<file path="src/jsv_pkg.sv">
// Package: shared types, codes and constants of the JSON syntax validator.
package jsv_pkg;

    localparam int unsigned DefMaxDepth = 64;

    typedef enum logic [2:0] {
        ST_RUN   = 3'd0,
        ST_OK    = 3'd1,
        ST_EMPTY = 3'd2,
        ST_BAD   = 3'd3,
        ST_EARLY = 3'd4,
        ST_CTRL  = 3'd5,
        ST_UNI   = 3'd6,
        ST_DEEP  = 3'd7
    } t_status;

    typedef enum logic [4:0] {
        G_TOP       = 5'd0,
        G_VALUE     = 5'd1,
        G_ARR_FIRST = 5'd2,
        G_OBJ_FIRST = 5'd3,
        G_OBJ_KEY   = 5'd4,
        G_COLON     = 5'd5,
        G_AFTER     = 5'd6,
        G_TRAIL     = 5'd7,
        G_STR_V     = 5'd8,
        G_ESC_V     = 5'd9,
        G_HEX_V     = 5'd10,
        G_STR_K     = 5'd11,
        G_ESC_K     = 5'd12,
        G_HEX_K     = 5'd13,
        G_N_MINUS   = 5'd14,
        G_N_ZERO    = 5'd15,
        G_N_INT     = 5'd16,
        G_N_DOT     = 5'd17,
        G_N_FRAC    = 5'd18,
        G_N_E       = 5'd19,
        G_N_ESIGN   = 5'd20,
        G_N_EXP     = 5'd21,
        G_LIT       = 5'd22
    } t_gstate;

    // Byte class computed by the front end
    typedef struct packed {
        logic [7:0] c;
        logic       eot;
        logic       ws;
        logic       dig;
        logic       expo;
        logic       hex;
        logic [3:0] hexv;
        logic       ctrl;
        logic       simple_esc;
    } t_cls;

    localparam logic [1:0] LIT_TRUE  = 2'd0;
    localparam logic [1:0] LIT_FALSE = 2'd1;
    localparam logic [1:0] LIT_NULL  = 2'd2;

    function automatic logic [7:0] lit_char(input logic [1:0] k, input logic [2:0] i);
        logic [7:0] r;
        r = 8'h00;
        case (k)
            LIT_TRUE: begin
                case (i)
                    3'd1: r = "r";
                    3'd2: r = "u";
                    3'd3: r = "e";
                    default: r = 8'h00;
                endcase
            end
            LIT_FALSE: begin
                case (i)
                    3'd1: r = "a";
                    3'd2: r = "l";
                    3'd3: r = "s";
                    3'd4: r = "e";
                    default: r = 8'h00;
                endcase
            end
            default: begin
                case (i)
                    3'd1: r = "u";
                    3'd2: r = "l";
                    3'd3: r = "l";
                    default: r = 8'h00;
                endcase
            end
        endcase
        return r;
    endfunction

    function automatic logic [2:0] lit_len(input logic [1:0] k);
        return (k == LIT_FALSE) ? 3'd5 : 3'd4;
    endfunction

endpackage

</file>
<file path="src/jsv_if.sv">
// Interfaces: valid/ready channels for text bytes and results.
interface jsv_in_if;
    logic       valid;
    logic       ready;
    logic [7:0] text_byte;
    logic       end_of_text;
    modport source (output valid, output text_byte, output end_of_text, input ready);
    modport sink (input valid, input text_byte, input end_of_text, output ready);
endinterface

interface jsv_out_if;
    logic        valid;
    logic        ready;
    logic [2:0]  status;
    logic [31:0] error_position;
    modport source (output valid, output status, output error_position, input ready);
    modport sink (input valid, input status, input error_position, output ready);
endinterface

</file>
<file path="src/json_syntax_validator_unit.sv">
// Top level: JSON syntax validator with a byte queue in front of the checker.
// Usage:
//   i_in carries one document byte per transaction; end_of_text marks the last.
//   o_out carries one result per byte: status and error_position.
//   i_cfg_we/i_cfg_wdata write require_container while the block is idle.
// Path: an accepted byte is held in the front queue, then its result lands
// in the checker's output register.
// Throughput: one byte per cycle while o_out is not held; the checker handles each
// byte, including a byte that ends a number and is rechecked, in the cycle it is taken.
// Reset: the queue empties, the grammar returns to expect-top-level and
// require_container returns to 1. After each end of text the document state
// clears by itself.
// Stall: while o_out is held the result register keeps its transaction; the
// two-entry queue absorbs further bytes, then i_in.ready falls.
module json_syntax_validator_unit #(
    parameter int unsigned MAX_DEPTH = jsv_pkg::DefMaxDepth
) (
    input  logic       i_clk,
    input  logic       i_rst_n,
    input  logic       i_cfg_we,
    input  logic       i_cfg_wdata,
    jsv_in_if.sink     i_in,
    jsv_out_if.source  o_out
);
    logic          w_valid, w_ready;
    jsv_pkg::t_cls w_cls;

    jsv_front u_front (
        .i_clk(i_clk), .i_rst_n(i_rst_n), .i_in(i_in),
        .o_valid(w_valid), .o_cls(w_cls), .i_ready(w_ready)
    );

    jsv_back #(.MAX_DEPTH(MAX_DEPTH)) u_back (
        .i_clk(i_clk), .i_rst_n(i_rst_n), .i_cfg_we(i_cfg_we),
        .i_cfg_wdata(i_cfg_wdata), .i_valid(w_valid), .i_cls(w_cls),
        .o_ready(w_ready), .o_out(o_out)
    );

`ifndef SYNTHESIS
    a_early_pos: assert property (@(posedge i_clk) disable iff (!i_rst_n)
        o_out.valid && o_out.status == jsv_pkg::ST_EARLY |-> o_out.error_position != 32'd0)
        else $error("early end reported at position zero");
    a_clean_pos: assert property (@(posedge i_clk) disable iff (!i_rst_n)
        o_out.valid && (o_out.status == jsv_pkg::ST_RUN || o_out.status == jsv_pkg::ST_OK ||
        o_out.status == jsv_pkg::ST_EMPTY) |-> o_out.error_position == 32'd0)
        else $error("non-error result carries a position");
    a_no_out_after_rst: assert property (@(posedge i_clk)
        !i_rst_n |=> !o_out.valid)
        else $error("result valid straight after reset");
`endif
endmodule

</file>
<file path="src/jsv_front.sv">
// Front end: accepts bytes, classifies them and queues them for the checker.
module jsv_front (
    input  logic                 i_clk,
    input  logic                 i_rst_n,
    jsv_in_if.sink               i_in,
    output logic                 o_valid,
    output jsv_pkg::t_cls        o_cls,
    input  logic                 i_ready
);
    localparam int Depth = 2;

    jsv_pkg::t_cls r_q [Depth];
    logic          r_wp, r_rp;
    logic [1:0]    r_cnt;
    jsv_pkg::t_cls w_cls;
    logic          w_push, w_pop;
    logic [7:0]    c;

    always_comb begin
        c = i_in.text_byte;
        w_cls.c = c;
        w_cls.eot = i_in.end_of_text;
        w_cls.ws = (c == 8'd32) || (c >= 8'd9 && c <= 8'd13);
        w_cls.dig = (c >= "0" && c <= "9");
        w_cls.expo = (c == "e") || (c == "E");
        w_cls.ctrl = (c <= 8'd31);
        w_cls.simple_esc = (c == "\"") || (c == "\\") || (c == "/") || (c == "b") ||
                           (c == "f") || (c == "n") || (c == "r") || (c == "t");
        w_cls.hex = 1'b1;
        w_cls.hexv = 4'd0;
        if (c >= "0" && c <= "9") begin
            w_cls.hexv = 4'(c - "0");
        end else if (c >= "a" && c <= "f") begin
            w_cls.hexv = 4'(c - "a" + 8'd10);
        end else if (c >= "A" && c <= "F") begin
            w_cls.hexv = 4'(c - "A" + 8'd10);
        end else begin
            w_cls.hex = 1'b0;
        end
    end

    assign i_in.ready = (r_cnt != 2'(Depth));
    assign w_push = i_in.valid && i_in.ready;
    assign o_valid = (r_cnt != 2'd0);
    assign o_cls = r_q[r_rp];
    assign w_pop = o_valid && i_ready;

    always_ff @(posedge i_clk) begin
        if (w_push) begin
            r_q[r_wp] <= w_cls;
        end
        if (!i_rst_n) begin
            r_wp <= 1'b0;
            r_rp <= 1'b0;
            r_cnt <= 2'd0;
        end else begin
            if (w_push) r_wp <= ~r_wp;
            if (w_pop) r_rp <= ~r_rp;
            r_cnt <= r_cnt + 2'(w_push) - 2'(w_pop);
        end
    end
endmodule

</file>
<file path="src/jsv_back.sv">
// Back end: grammar state machine, container stack and result register.
module jsv_back #(
    parameter int unsigned MAX_DEPTH = jsv_pkg::DefMaxDepth
) (
    input  logic          i_clk,
    input  logic          i_rst_n,
    input  logic          i_cfg_we,
    input  logic          i_cfg_wdata,
    input  logic          i_valid,
    input  jsv_pkg::t_cls i_cls,
    output logic          o_ready,
    jsv_out_if.source     o_out
);
    localparam int LW = $clog2(MAX_DEPTH + 1);
    localparam int AW = (MAX_DEPTH > 1) ? $clog2(MAX_DEPTH) : 1;

    logic                r_req;
    jsv_pkg::t_gstate    r_gs, n_gs;
    logic [LW-1:0]       r_lvl, n_lvl;
    logic [2:0]          r_li, n_li;
    logic [1:0]          r_lk, n_lk;
    logic [2:0]          r_hc, n_hc;
    logic                r_sur, n_sur;
    jsv_pkg::t_status    r_ls, n_ls;
    logic [31:0]         r_pos, r_epos, n_epos;
    logic                r_top, n_top;
    logic                r_stk [MAX_DEPTH];
    logic                r_below;
    logic [LW-1:0]       w_lvl_next;
    logic [AW-1:0]       w_rd_addr;
    logic                w_push;
    logic                w_push_obj;
    logic                r_ov;
    logic [2:0]          r_ost;
    logic [31:0]         r_opos;
    logic [2:0]          n_ost;
    logic [31:0]         n_opos;
    logic                w_go;

    assign o_ready = !r_ov || o_out.ready;
    assign w_go = i_valid && o_ready;
    assign o_out.valid = r_ov;
    assign o_out.status = r_ost;
    assign o_out.error_position = r_opos;

    // Keep the entry just below the top of the stack ready for a close
    assign w_lvl_next = w_go ? (i_cls.eot ? '0 : n_lvl) : r_lvl;
    assign w_rd_addr = (w_lvl_next >= LW'(2)) ? AW'(w_lvl_next - LW'(2)) : '0;

    always_comb begin
        logic [7:0] c;
        logic       again;
        logic       done_val;
        logic       close_c;
        logic       open_c;
        logic [2:0] hc1;
        c = i_cls.c;
        n_gs = r_gs; n_lvl = r_lvl; n_li = r_li; n_lk = r_lk; n_hc = r_hc;
        n_sur = r_sur; n_ls = r_ls; n_epos = r_epos; n_top = r_top;
        w_push = 1'b0; w_push_obj = 1'b0;
        again = 1'b0; done_val = 1'b0; close_c = 1'b0; open_c = 1'b0;
        hc1 = r_hc + 3'd1;
        if (r_ls == jsv_pkg::ST_RUN) begin
            case (r_gs)
                jsv_pkg::G_TOP, jsv_pkg::G_VALUE, jsv_pkg::G_ARR_FIRST: begin
                    if (!i_cls.ws) begin
                        if (r_gs == jsv_pkg::G_ARR_FIRST && c == "]") close_c = 1'b1;
                        else if (r_gs == jsv_pkg::G_TOP && r_req && c != "{" && c != "[")
                            n_ls = jsv_pkg::ST_BAD;
                        else open_c = 1'b1;
                    end
                end
                jsv_pkg::G_OBJ_FIRST, jsv_pkg::G_OBJ_KEY: begin
                    if (!i_cls.ws) begin
                        if (c == "\"") n_gs = jsv_pkg::G_STR_K;
                        else if (c == "}" && r_gs == jsv_pkg::G_OBJ_FIRST) close_c = 1'b1;
                        else n_ls = jsv_pkg::ST_BAD;
                    end
                end
                jsv_pkg::G_COLON: begin
                    if (!i_cls.ws) begin
                        if (c == ":") n_gs = jsv_pkg::G_VALUE;
                        else n_ls = jsv_pkg::ST_BAD;
                    end
                end
                jsv_pkg::G_AFTER: begin
                    if (!i_cls.ws) begin
                        if (c == ",") n_gs = r_top ? jsv_pkg::G_OBJ_KEY : jsv_pkg::G_VALUE;
                        else if (c == "}" && r_top) close_c = 1'b1;
                        else if (c == "]" && !r_top) close_c = 1'b1;
                        else n_ls = jsv_pkg::ST_BAD;
                    end
                end
                jsv_pkg::G_TRAIL: begin
                    if (!i_cls.ws) n_ls = jsv_pkg::ST_BAD;
                end
                jsv_pkg::G_STR_V, jsv_pkg::G_STR_K: begin
                    if (c == "\"") begin
                        if (r_gs == jsv_pkg::G_STR_K) n_gs = jsv_pkg::G_COLON;
                        else done_val = 1'b1;
                    end else if (i_cls.ctrl) n_ls = jsv_pkg::ST_CTRL;
                    else if (c == "\\")
                        n_gs = (r_gs == jsv_pkg::G_STR_K) ? jsv_pkg::G_ESC_K : jsv_pkg::G_ESC_V;
                end
                jsv_pkg::G_ESC_V, jsv_pkg::G_ESC_K: begin
                    if (i_cls.simple_esc)
                        n_gs = (r_gs == jsv_pkg::G_ESC_K) ? jsv_pkg::G_STR_K : jsv_pkg::G_STR_V;
                    else if (c == "u") begin
                        n_hc = 3'd0; n_sur = 1'b0;
                        n_gs = (r_gs == jsv_pkg::G_ESC_K) ? jsv_pkg::G_HEX_K : jsv_pkg::G_HEX_V;
                    end else n_ls = jsv_pkg::ST_BAD;
                end
                jsv_pkg::G_HEX_V, jsv_pkg::G_HEX_K: begin
                    if (!i_cls.hex) n_ls = jsv_pkg::ST_BAD;
                    else begin
                        if (r_hc == 3'd0) n_sur = (i_cls.hexv == 4'd13);
                        else if (r_hc == 3'd1) n_sur = r_sur && i_cls.hexv[3];
                        n_hc = hc1;
                        if (hc1 >= 3'd4) begin
                            n_hc = 3'd0;
                            if (n_sur) begin
                                n_ls = jsv_pkg::ST_UNI;
                                n_epos = r_pos - 32'd4;
                            end else begin
                                n_gs = (r_gs == jsv_pkg::G_HEX_K) ?
                                       jsv_pkg::G_STR_K : jsv_pkg::G_STR_V;
                            end
                        end
                    end
                end
                jsv_pkg::G_N_MINUS: begin
                    if (c == "0") n_gs = jsv_pkg::G_N_ZERO;
                    else if (i_cls.dig) n_gs = jsv_pkg::G_N_INT;
                    else n_ls = jsv_pkg::ST_BAD;
                end
                jsv_pkg::G_N_ZERO, jsv_pkg::G_N_INT: begin
                    if (i_cls.dig && r_gs == jsv_pkg::G_N_ZERO) n_ls = jsv_pkg::ST_BAD;
                    else if (i_cls.dig) n_gs = r_gs;
                    else if (c == ".") n_gs = jsv_pkg::G_N_DOT;
                    else if (i_cls.expo) n_gs = jsv_pkg::G_N_E;
                    else again = 1'b1;
                end
                jsv_pkg::G_N_DOT: begin
                    if (i_cls.dig) n_gs = jsv_pkg::G_N_FRAC;
                    else n_ls = jsv_pkg::ST_BAD;
                end
                jsv_pkg::G_N_FRAC: begin
                    if (i_cls.expo) n_gs = jsv_pkg::G_N_E;
                    else if (!i_cls.dig) again = 1'b1;
                end
                jsv_pkg::G_N_E: begin
                    if (c == "+" || c == "-") n_gs = jsv_pkg::G_N_ESIGN;
                    else if (i_cls.dig) n_gs = jsv_pkg::G_N_EXP;
                    else n_ls = jsv_pkg::ST_BAD;
                end
                jsv_pkg::G_N_ESIGN: begin
                    if (i_cls.dig) n_gs = jsv_pkg::G_N_EXP;
                    else n_ls = jsv_pkg::ST_BAD;
                end
                jsv_pkg::G_N_EXP: begin
                    if (!i_cls.dig) again = 1'b1;
                end
                jsv_pkg::G_LIT: begin
                    if (r_li < jsv_pkg::lit_len(r_lk) && c == jsv_pkg::lit_char(r_lk, r_li)) begin
                        n_li = r_li + 3'd1;
                        if (n_li >= jsv_pkg::lit_len(r_lk)) done_val = 1'b1;
                    end else n_ls = jsv_pkg::ST_BAD;
                end
                default: n_ls = jsv_pkg::ST_BAD;
            endcase
            // A number ended: recheck the byte as the one following a value
            if (again) begin
                if (r_lvl == '0) begin
                    n_gs = jsv_pkg::G_TRAIL;
                    if (!i_cls.ws) n_ls = jsv_pkg::ST_BAD;
                end else if (i_cls.ws) n_gs = jsv_pkg::G_AFTER;
                else if (c == ",") n_gs = r_top ? jsv_pkg::G_OBJ_KEY : jsv_pkg::G_VALUE;
                else if ((c == "}" && r_top) || (c == "]" && !r_top)) close_c = 1'b1;
                else begin
                    n_gs = jsv_pkg::G_AFTER;
                    n_ls = jsv_pkg::ST_BAD;
                end
            end
            if (open_c) begin
                if (c == "{" || c == "[") begin
                    if (r_lvl >= LW'(MAX_DEPTH)) n_ls = jsv_pkg::ST_DEEP;
                    else begin
                        w_push = 1'b1;
                        w_push_obj = (c == "{");
                        n_lvl = r_lvl + 1'b1;
                        n_top = (c == "{");
                        n_gs = (c == "{") ? jsv_pkg::G_OBJ_FIRST : jsv_pkg::G_ARR_FIRST;
                    end
                end else if (c == "\"") n_gs = jsv_pkg::G_STR_V;
                else if (c == "t" || c == "f" || c == "n") begin
                    n_lk = (c == "t") ? jsv_pkg::LIT_TRUE :
                           ((c == "f") ? jsv_pkg::LIT_FALSE : jsv_pkg::LIT_NULL);
                    n_li = 3'd1;
                    n_gs = jsv_pkg::G_LIT;
                end else if (c == "-") n_gs = jsv_pkg::G_N_MINUS;
                else if (c == "0") n_gs = jsv_pkg::G_N_ZERO;
                else if (i_cls.dig) n_gs = jsv_pkg::G_N_INT;
                else n_ls = jsv_pkg::ST_BAD;
            end
            if (close_c) begin
                n_lvl = r_lvl - 1'b1;
                done_val = 1'b1;
                n_top = (n_lvl != '0) ? r_below : 1'b0;
            end
            if (done_val) begin
                n_gs = (n_lvl == '0) ? jsv_pkg::G_TRAIL : jsv_pkg::G_AFTER;
            end
            if (n_ls != jsv_pkg::ST_RUN && !(n_ls == jsv_pkg::ST_UNI))
                n_epos = r_pos;
        end
        // Result for this byte
        if (n_ls != jsv_pkg::ST_RUN) begin
            n_ost = n_ls; n_opos = n_epos;
        end else if (!i_cls.eot) begin
            n_ost = jsv_pkg::ST_RUN; n_opos = 32'd0;
        end else if (n_gs == jsv_pkg::G_TOP) begin
            n_ost = jsv_pkg::ST_EMPTY; n_opos = 32'd0;
        end else if (n_gs == jsv_pkg::G_TRAIL ||
                     (n_lvl == '0 && (n_gs == jsv_pkg::G_N_ZERO || n_gs == jsv_pkg::G_N_INT ||
                      n_gs == jsv_pkg::G_N_FRAC || n_gs == jsv_pkg::G_N_EXP))) begin
            n_ost = jsv_pkg::ST_OK; n_opos = 32'd0;
        end else begin
            n_ost = jsv_pkg::ST_EARLY;
            n_opos = (r_pos == '1) ? r_pos : r_pos + 32'd1;
        end
    end

    // Stack holds the kind of each open container; top entry cached in r_top
    always_ff @(posedge i_clk) begin
        if (w_go && w_push) begin
            r_stk[AW'(r_lvl)] <= w_push_obj;
        end
        r_below <= r_stk[w_rd_addr];
        if (w_go) begin
            r_ost <= n_ost;
            r_opos <= n_opos;
        end
    end

    always_ff @(posedge i_clk) begin
        if (!i_rst_n) begin
            r_req <= 1'b1;
            r_ov <= 1'b0;
            r_gs <= jsv_pkg::G_TOP; r_lvl <= '0; r_li <= 3'd0; r_lk <= 2'd0;
            r_hc <= 3'd0; r_sur <= 1'b0; r_ls <= jsv_pkg::ST_RUN;
            r_pos <= 32'd0; r_epos <= 32'd0; r_top <= 1'b0;
        end else begin
            if (i_cfg_we) r_req <= i_cfg_wdata;
            if (w_go) r_ov <= 1'b1;
            else if (o_out.ready) r_ov <= 1'b0;
            if (w_go) begin
                if (i_cls.eot) begin
                    // Drop all document state for the next one
                    r_gs <= jsv_pkg::G_TOP; r_lvl <= '0; r_li <= 3'd0; r_lk <= 2'd0;
                    r_hc <= 3'd0; r_sur <= 1'b0; r_ls <= jsv_pkg::ST_RUN;
                    r_pos <= 32'd0; r_epos <= 32'd0; r_top <= 1'b0;
                end else begin
                    r_gs <= n_gs; r_lvl <= n_lvl; r_li <= n_li; r_lk <= n_lk;
                    r_hc <= n_hc; r_sur <= n_sur; r_ls <= n_ls; r_epos <= n_epos;
                    r_top <= n_top;
                    if (r_pos != '1) r_pos <= r_pos + 32'd1;
                end
            end
        end
    end
endmodule

</file>
<file path="src/flat_wrapper.sv">
// flat-port wrapper written by rule: the top's interface ports become plain ports
module json_syntax_validator_unit_flat 
#(
    parameter int unsigned MAX_DEPTH = jsv_pkg::DefMaxDepth
)
  (i_clk, i_rst_n, i_cfg_we, i_cfg_wdata, i_in_valid, i_in_text_byte, i_in_end_of_text, i_in_ready, o_out_valid, o_out_status, o_out_error_position, o_out_ready);
  jsv_in_if i_in_i ();
  jsv_out_if o_out_i ();
  input  logic i_clk;
  input  logic i_rst_n;
  input  logic i_cfg_we;
  input  logic i_cfg_wdata;
  input wire logic [$bits(i_in_i.valid)-1:0] i_in_valid;
  input wire logic [$bits(i_in_i.text_byte)-1:0] i_in_text_byte;
  input wire logic [$bits(i_in_i.end_of_text)-1:0] i_in_end_of_text;
  output wire logic [$bits(i_in_i.ready)-1:0] i_in_ready;
  output wire logic [$bits(o_out_i.valid)-1:0] o_out_valid;
  output wire logic [$bits(o_out_i.status)-1:0] o_out_status;
  output wire logic [$bits(o_out_i.error_position)-1:0] o_out_error_position;
  input wire logic [$bits(o_out_i.ready)-1:0] o_out_ready;
  assign i_in_i.valid = i_in_valid;
  assign i_in_i.text_byte = i_in_text_byte;
  assign i_in_i.end_of_text = i_in_end_of_text;
  assign i_in_ready = i_in_i.ready;
  assign o_out_valid = o_out_i.valid;
  assign o_out_status = o_out_i.status;
  assign o_out_error_position = o_out_i.error_position;
  assign o_out_i.ready = o_out_ready;
  json_syntax_validator_unit #(.MAX_DEPTH(MAX_DEPTH)) u_core (.i_clk(i_clk), .i_rst_n(i_rst_n), .i_cfg_we(i_cfg_we), .i_cfg_wdata(i_cfg_wdata), .i_in(i_in_i), .o_out(o_out_i));
endmodule
</file>
<file path="config.mk">
export PLATFORM = sky130hd
export DESIGN_NAME = json_syntax_validator_unit_flat
export DESIGN_NICKNAME = d
export VERILOG_FILES = /design/src/jsv_pkg.sv /design/src/jsv_if.sv /design/src/json_syntax_validator_unit.sv /design/src/jsv_front.sv /design/src/jsv_back.sv /design/src/flat_wrapper.sv
export SDC_FILE = /design/constraint.sdc
export NUM_CORES = 1
export LEC_CHECK = 0
export BUFFER_PORTS_ARGS = -buffer_cell sky130_fd_sc_hd__buf_2
export CAP_MARGIN = 20
export CORE_UTILIZATION = 40
export CTS_CLUSTER_DIAMETER = 80
export DETAILED_ROUTE_END_ITERATION = 10
export GPL_TIMING_DRIVEN = 0
export PLACE_DENSITY = 0.54
export RECOVER_POWER = 100
export SLEW_MARGIN = 25
export SYNTH_ARGS = -nofsm -noshare
export SYNTH_HDL_FRONTEND = slang
export SYNTH_SLANG_ARGS = --single-unit
</file>
<file path="constraint.sdc">
create_clock -name i_clk -period 4.65 [get_ports i_clk]
set_clock_uncertainty 0.2 [all_clocks]
set_input_delay 0.6975 -clock i_clk [delete_from_list [all_inputs] [get_ports i_clk]]
set_output_delay 0.6975 -clock i_clk [all_outputs]
set_load 0.02 [all_outputs]
</file>
==> results by stage <==
Run status:
- The flow ran to the end, but the final reports show violations.
- The final reports fail on capacitance limit, slew limit, setup timing.

CTS:
- The number of buffers added by the clock tree synthesis step is 28.
- TritonCTS built the clock tree.
- The clock transition at the registers of the reported paths is around 60 ps.
- The root buffer cell chosen for the clock tree is clkbuf_16.
- For this design, the CTS-stage hold fixing added 0 buffers.
- The clock reaches the later pin of the worst-skew pair after 580 ps.
- The number of clock sinks is ~230.
- The H-tree level count is 1.
- The deepest clock path buffer count is 3.

STA:
- The final count of pins violating max slew is 29.
- The total setup violations reported at the end of the flow is 28.
- Summed over all failing endpoints, the final setup total negative slack is -1140 ps.
- After layout, the worst setup slack is -82.5 ps.
- The final-report hold violation count is 0.
- For the pin with the worst max-slew slack, the measured transition is 1820 ps.
- The worst hold margin is 124 ps.
- Derived from the worst setup path, the maximum achievable clock frequency is ~210 MHz.
- The final period utilization is 102%.
- The max-slew headroom at the worst pin is -21.9%.
- Setup repair after global routing could not meet its margin everywhere.
- The shortest period the worst path allows is roughly 4700 ps.

Floorplan:
- The total core area is ~0.037 mm2.
- The die extent in x is around 200 um.
- Pin placement for this block handled between 50 and 60 I/O pins.
- The floorplan step defined a die boundary enclosing approximately 0.038 mm2.
- For this configuration, the core starts out at a cell density of 40.9%.
- In this run the core area contains 70 standard-cell rows.
- The overall die height is between 150 and 200 um.

Worst setup path:
- The critical path start-end classification is register to register.
- The signal arrival time at the worst endpoint is 4850 ps.
- The critical path data required time is about 4800 ps.
- Along the worst path, the maximum fanout reaches 10.
- The buffering stage count on the worst path with inverters included is 4.
- The cell at the slowest stage of the critical path is nor3_1.
- The signal on the critical path passes through clkbuf_2, nand2b_1, nor3_1, nor2_1, nor2_1, a31oi_1, o21a_1, a211oi_1, a31oi_2, o32a_1, or4b_4, nand3_2, nand3b_4, buf_12, buf_8, buf_12, o22ai_4.
- The worst setup path is captured at a register.
- For this run, the slowest stage of the critical path takes approximately 570 ps.
- The kind of cell with the highest combined delay along the critical path is simple AND/OR/NAND/NOR gates.
- The startpoint kind of the worst setup timing path is a register.

GRT:
- Global routing used roughly 3.1% of the available met3 tracks.
- Global routing consumed, on the met2 layer, between 40 and 50% of the routing resources.
- The total global-route track usage is between 20% and 30%.
- In this run the most used layer during global routing was met2.
- The global-route track usage on met1 is between 30% and 40%.
- The wire length of the first global-routing pass is just over 80 mm.
- The via count of the first global-routing pass is 14.1k.
- For this run the aggregate overflow at the end of global routing stands at 0.
- The initial antenna violation count was 0.
- The largest net degree at the start of global routing is 43.

Finish:
- The finished cells cover ~0.019 mm2.
- The post-route netlist has between 10% and 20% of its cells at a drive strength greater than 1.
- The antenna diode count is 0.
- Leaving out filler cells and counting taps, the final layout contains 2402.
- The number of nets in the layout is 1952.
- For this run, the share of the core covered by cells in the final layout is 50.3%.
- The area growth from synthesis to layout is 23.0%.

Power:
- The worst-case IR drop observed on VDD is about 0.0003 V.
- The internal power contribution is roughly 5.3 mW.
- The fraction of power spent switching nets is 40.5%.
- The power density relative to cell area is between 400 and 500 mW/mm2.
- Summed over all cells, the static leakage comes to about 6.5 nW.
- The share of power burned in combinational logic is between 40 and 50%.
- The fraction of power consumed by sequential logic is a little under a third.
- The switching power of the nets is 3.63 mW.
- The proportion of power drawn by the clock network is 25.0%.
- Power comes to between 8 and 9 mW.

Synthesis:
- By area the synthesized netlist is led by edfxtp_1, dfxtp_1, nor2_1.
- The number of warnings printed during yosys synthesis is 0.
- The average cell area after synthesis is 8.47 um2.
- The number of synthesized flops with an enable pin is about 140.
- Yosys mapped the design onto 103 distinct sky130hd cell types.
- Synthesis produced a netlist whose cell count is 1777.
- The number of nets handed over by synthesis was ~1.8k.
- The area share of the largest cell type after synthesis is between 20% and 30%.
- The proportion of register bits with asynchronous set or reset after synthesis is 0%.
- The part of the Yosys area used for sequential elements is 40.2%.
- The cell area after technology mapping is around 0.015 mm2.
- The synthesized flop and latch total is between 200 and 250.
- The dominant cell by count in the synthesized netlist is nor2_1.
- Ranked by instance count, the synthesized netlist is headed by nor2_1, nand2_1, o21ai_0, edfxtp_1.
- The cell accounting for the most synthesized area is edfxtp_1.
- The most common flop cell mapped by yosys is edfxtp_1.

Routing:
- Summing over every cut layer, the via total after detailed routing is about 14k.
- The initial DRC count is 1048.
- For this run, design rule violations remaining after detail routing come to 0.
- The mean number of vias per cell is 6.00.
- In this run the remaining antenna-violating nets after routing total 0.
- After detailed routing, the total wire length is about 53 mm.
- The average routed wire per standard cell is 22.1 um.
- The number of iterations in the first detailed-routing pass is 5.

Place:
- The pre-CTS setup slack is -1580 ps.
- The sum of net half-perimeters after detailed placement is between 30 and 40 mm.
- Including well taps, the total number of placed cells is 2297.
- The port buffer count is between 50 and 60.
- The routability congestion estimate is roughly 0.91.
- The standard cell area after detailed placement is 0.0159 mm2.

Run:
- The count of max-cap constraint violations is 2.

Min path:
- In this run the worst hold path is classified as input port to register.
[timing repair]
item	4_1_cts	5_1_grt
setup buffers	40	18
gates resized for setup	152	139
gates cloned	6	0
hold endpoints to repair	0	0
setup endpoints to repair	96	95
pin swaps	25	34
[power by group through the flow]
stage / clock network, mW / logic, mW / registers, mW
global route: 2.34 / 4.25 / 2.78
finish: 2.24 / 3.99 / 2.75
floorplan: 0 / 1.87 / 2.94
CTS: 2.28 / 3.63 / 2.73
detailed placement: 0 / 3.14 / 2.76
global placement: 0 / 3.13 / 2.76
[layout make-up]
cell class	instances	area (um2)
Buffer	120	658
Clock buffer	36	771
Clock inverter	15	159
Fill cell	3555	18300
Inverter	40	161
Multi-Input combinational cell	1374	9340
Sequential cell	234	6070
Tap cell	468	586
Timing Repair Buffer	113	761
Timing Repair inverter	2	10.0
[per-layer routing]
layer / part of all wire, % / up-vias
met1: 42 / 6970
met3: 5.7 / 121
met5: 0 / -
li1: - / 6797
met4: 3.6 / 0
met2: 48 / 524
[cell usage in the layout, fill, tap and decap left out, types with 28 or more instances in the layout]
| cell | n |
|---|---|
| a21oi_1 | 67 |
| and2_1 | 31 |
| and3_1 | 30 |
| buf_4 | 52 |
| clkbuf_1 | 124 |
| clkbuf_16 | 28 |
| dfxtp_1 | 90 |
| edfxtp_1 | 137 |
| inv_1 | 31 |
| nand2_1 | 192 |
| nand2b_1 | 28 |
| nand3_1 | 43 |
| nor2_1 | 206 |
| nor2b_1 | 42 |
| nor3_1 | 43 |
| o21ai_0 | 138 |
[worst paths after layout]
check | from | endpoint | slack [ps] | depth (start not counted)
max | u_core.u_back.r_gs[1]$_SDFFE_PN0P_ | u_core.u_back.o_out.error_position[29]$_DFFE_PP_ | -80 | 17
min | i_in_end_of_text | u_core.u_front.r_q[0][10]$_DFFE_PP_ | 120 | 1
max reg2reg | u_core.u_back.r_gs[1]$_SDFFE_PN0P_ | u_core.u_back.o_out.error_position[29]$_DFFE_PP_ | -80 | 17
min reg2reg | u_core.u_back.r_epos[13]$_SDFFE_PN0P_ | u_core.u_back.r_epos[13]$_SDFFE_PN0P_ | 250 | 2
[registers in the layout (all words and copies together), names as in the netlist, 2 cells and up, named ones only]
register,count
u_core.u_back.r_stk,64
u_core.u_front.r_q,38
u_core.u_back.o_out.error_position,32
u_core.u_back.r_epos,32
u_core.u_back.r_pos,32
u_core.u_back.r_lvl,7
u_core.u_back.r_gs,5
u_core.u_back.o_out.status,3
u_core.u_back.r_hc,3
u_core.u_back.r_li,3
u_core.u_back.r_ls,3
u_core.u_back.r_lk,2
u_core.u_front.r_cnt,2
[cells by family after synthesis]
| group | Yosys count | synth area share, % |
|---|---|---|
| compound gates | 493 | 21.7 |
| xor+xnor | 40 | 2.33 |
| fa+ha+maj | 25 | 2.06 |
| buf+inv | 169 | 4.75 |
| flops | 234 | 40.2 |
| mux | 45 | 3.13 |
| simple gates | 771 | 25.8 |
[worst register-to-register path, stage by stage, from the launching register on]
cell and delay (ps):
dfxtp_1 430, clkbuf_2 270, nand2b_1 240, nor3_1 570, nor2_1 110, nor2_1 100
a31oi_1 50, o21a_1 300, a211oi_1 350, a31oi_2 180, o32a_1 440, or4b_4 540
nand3_2 100, nand3b_4 160, buf_12 120, buf_8 100, buf_12 130, o22ai_4 70
Power figures use the tool's default switching activity.
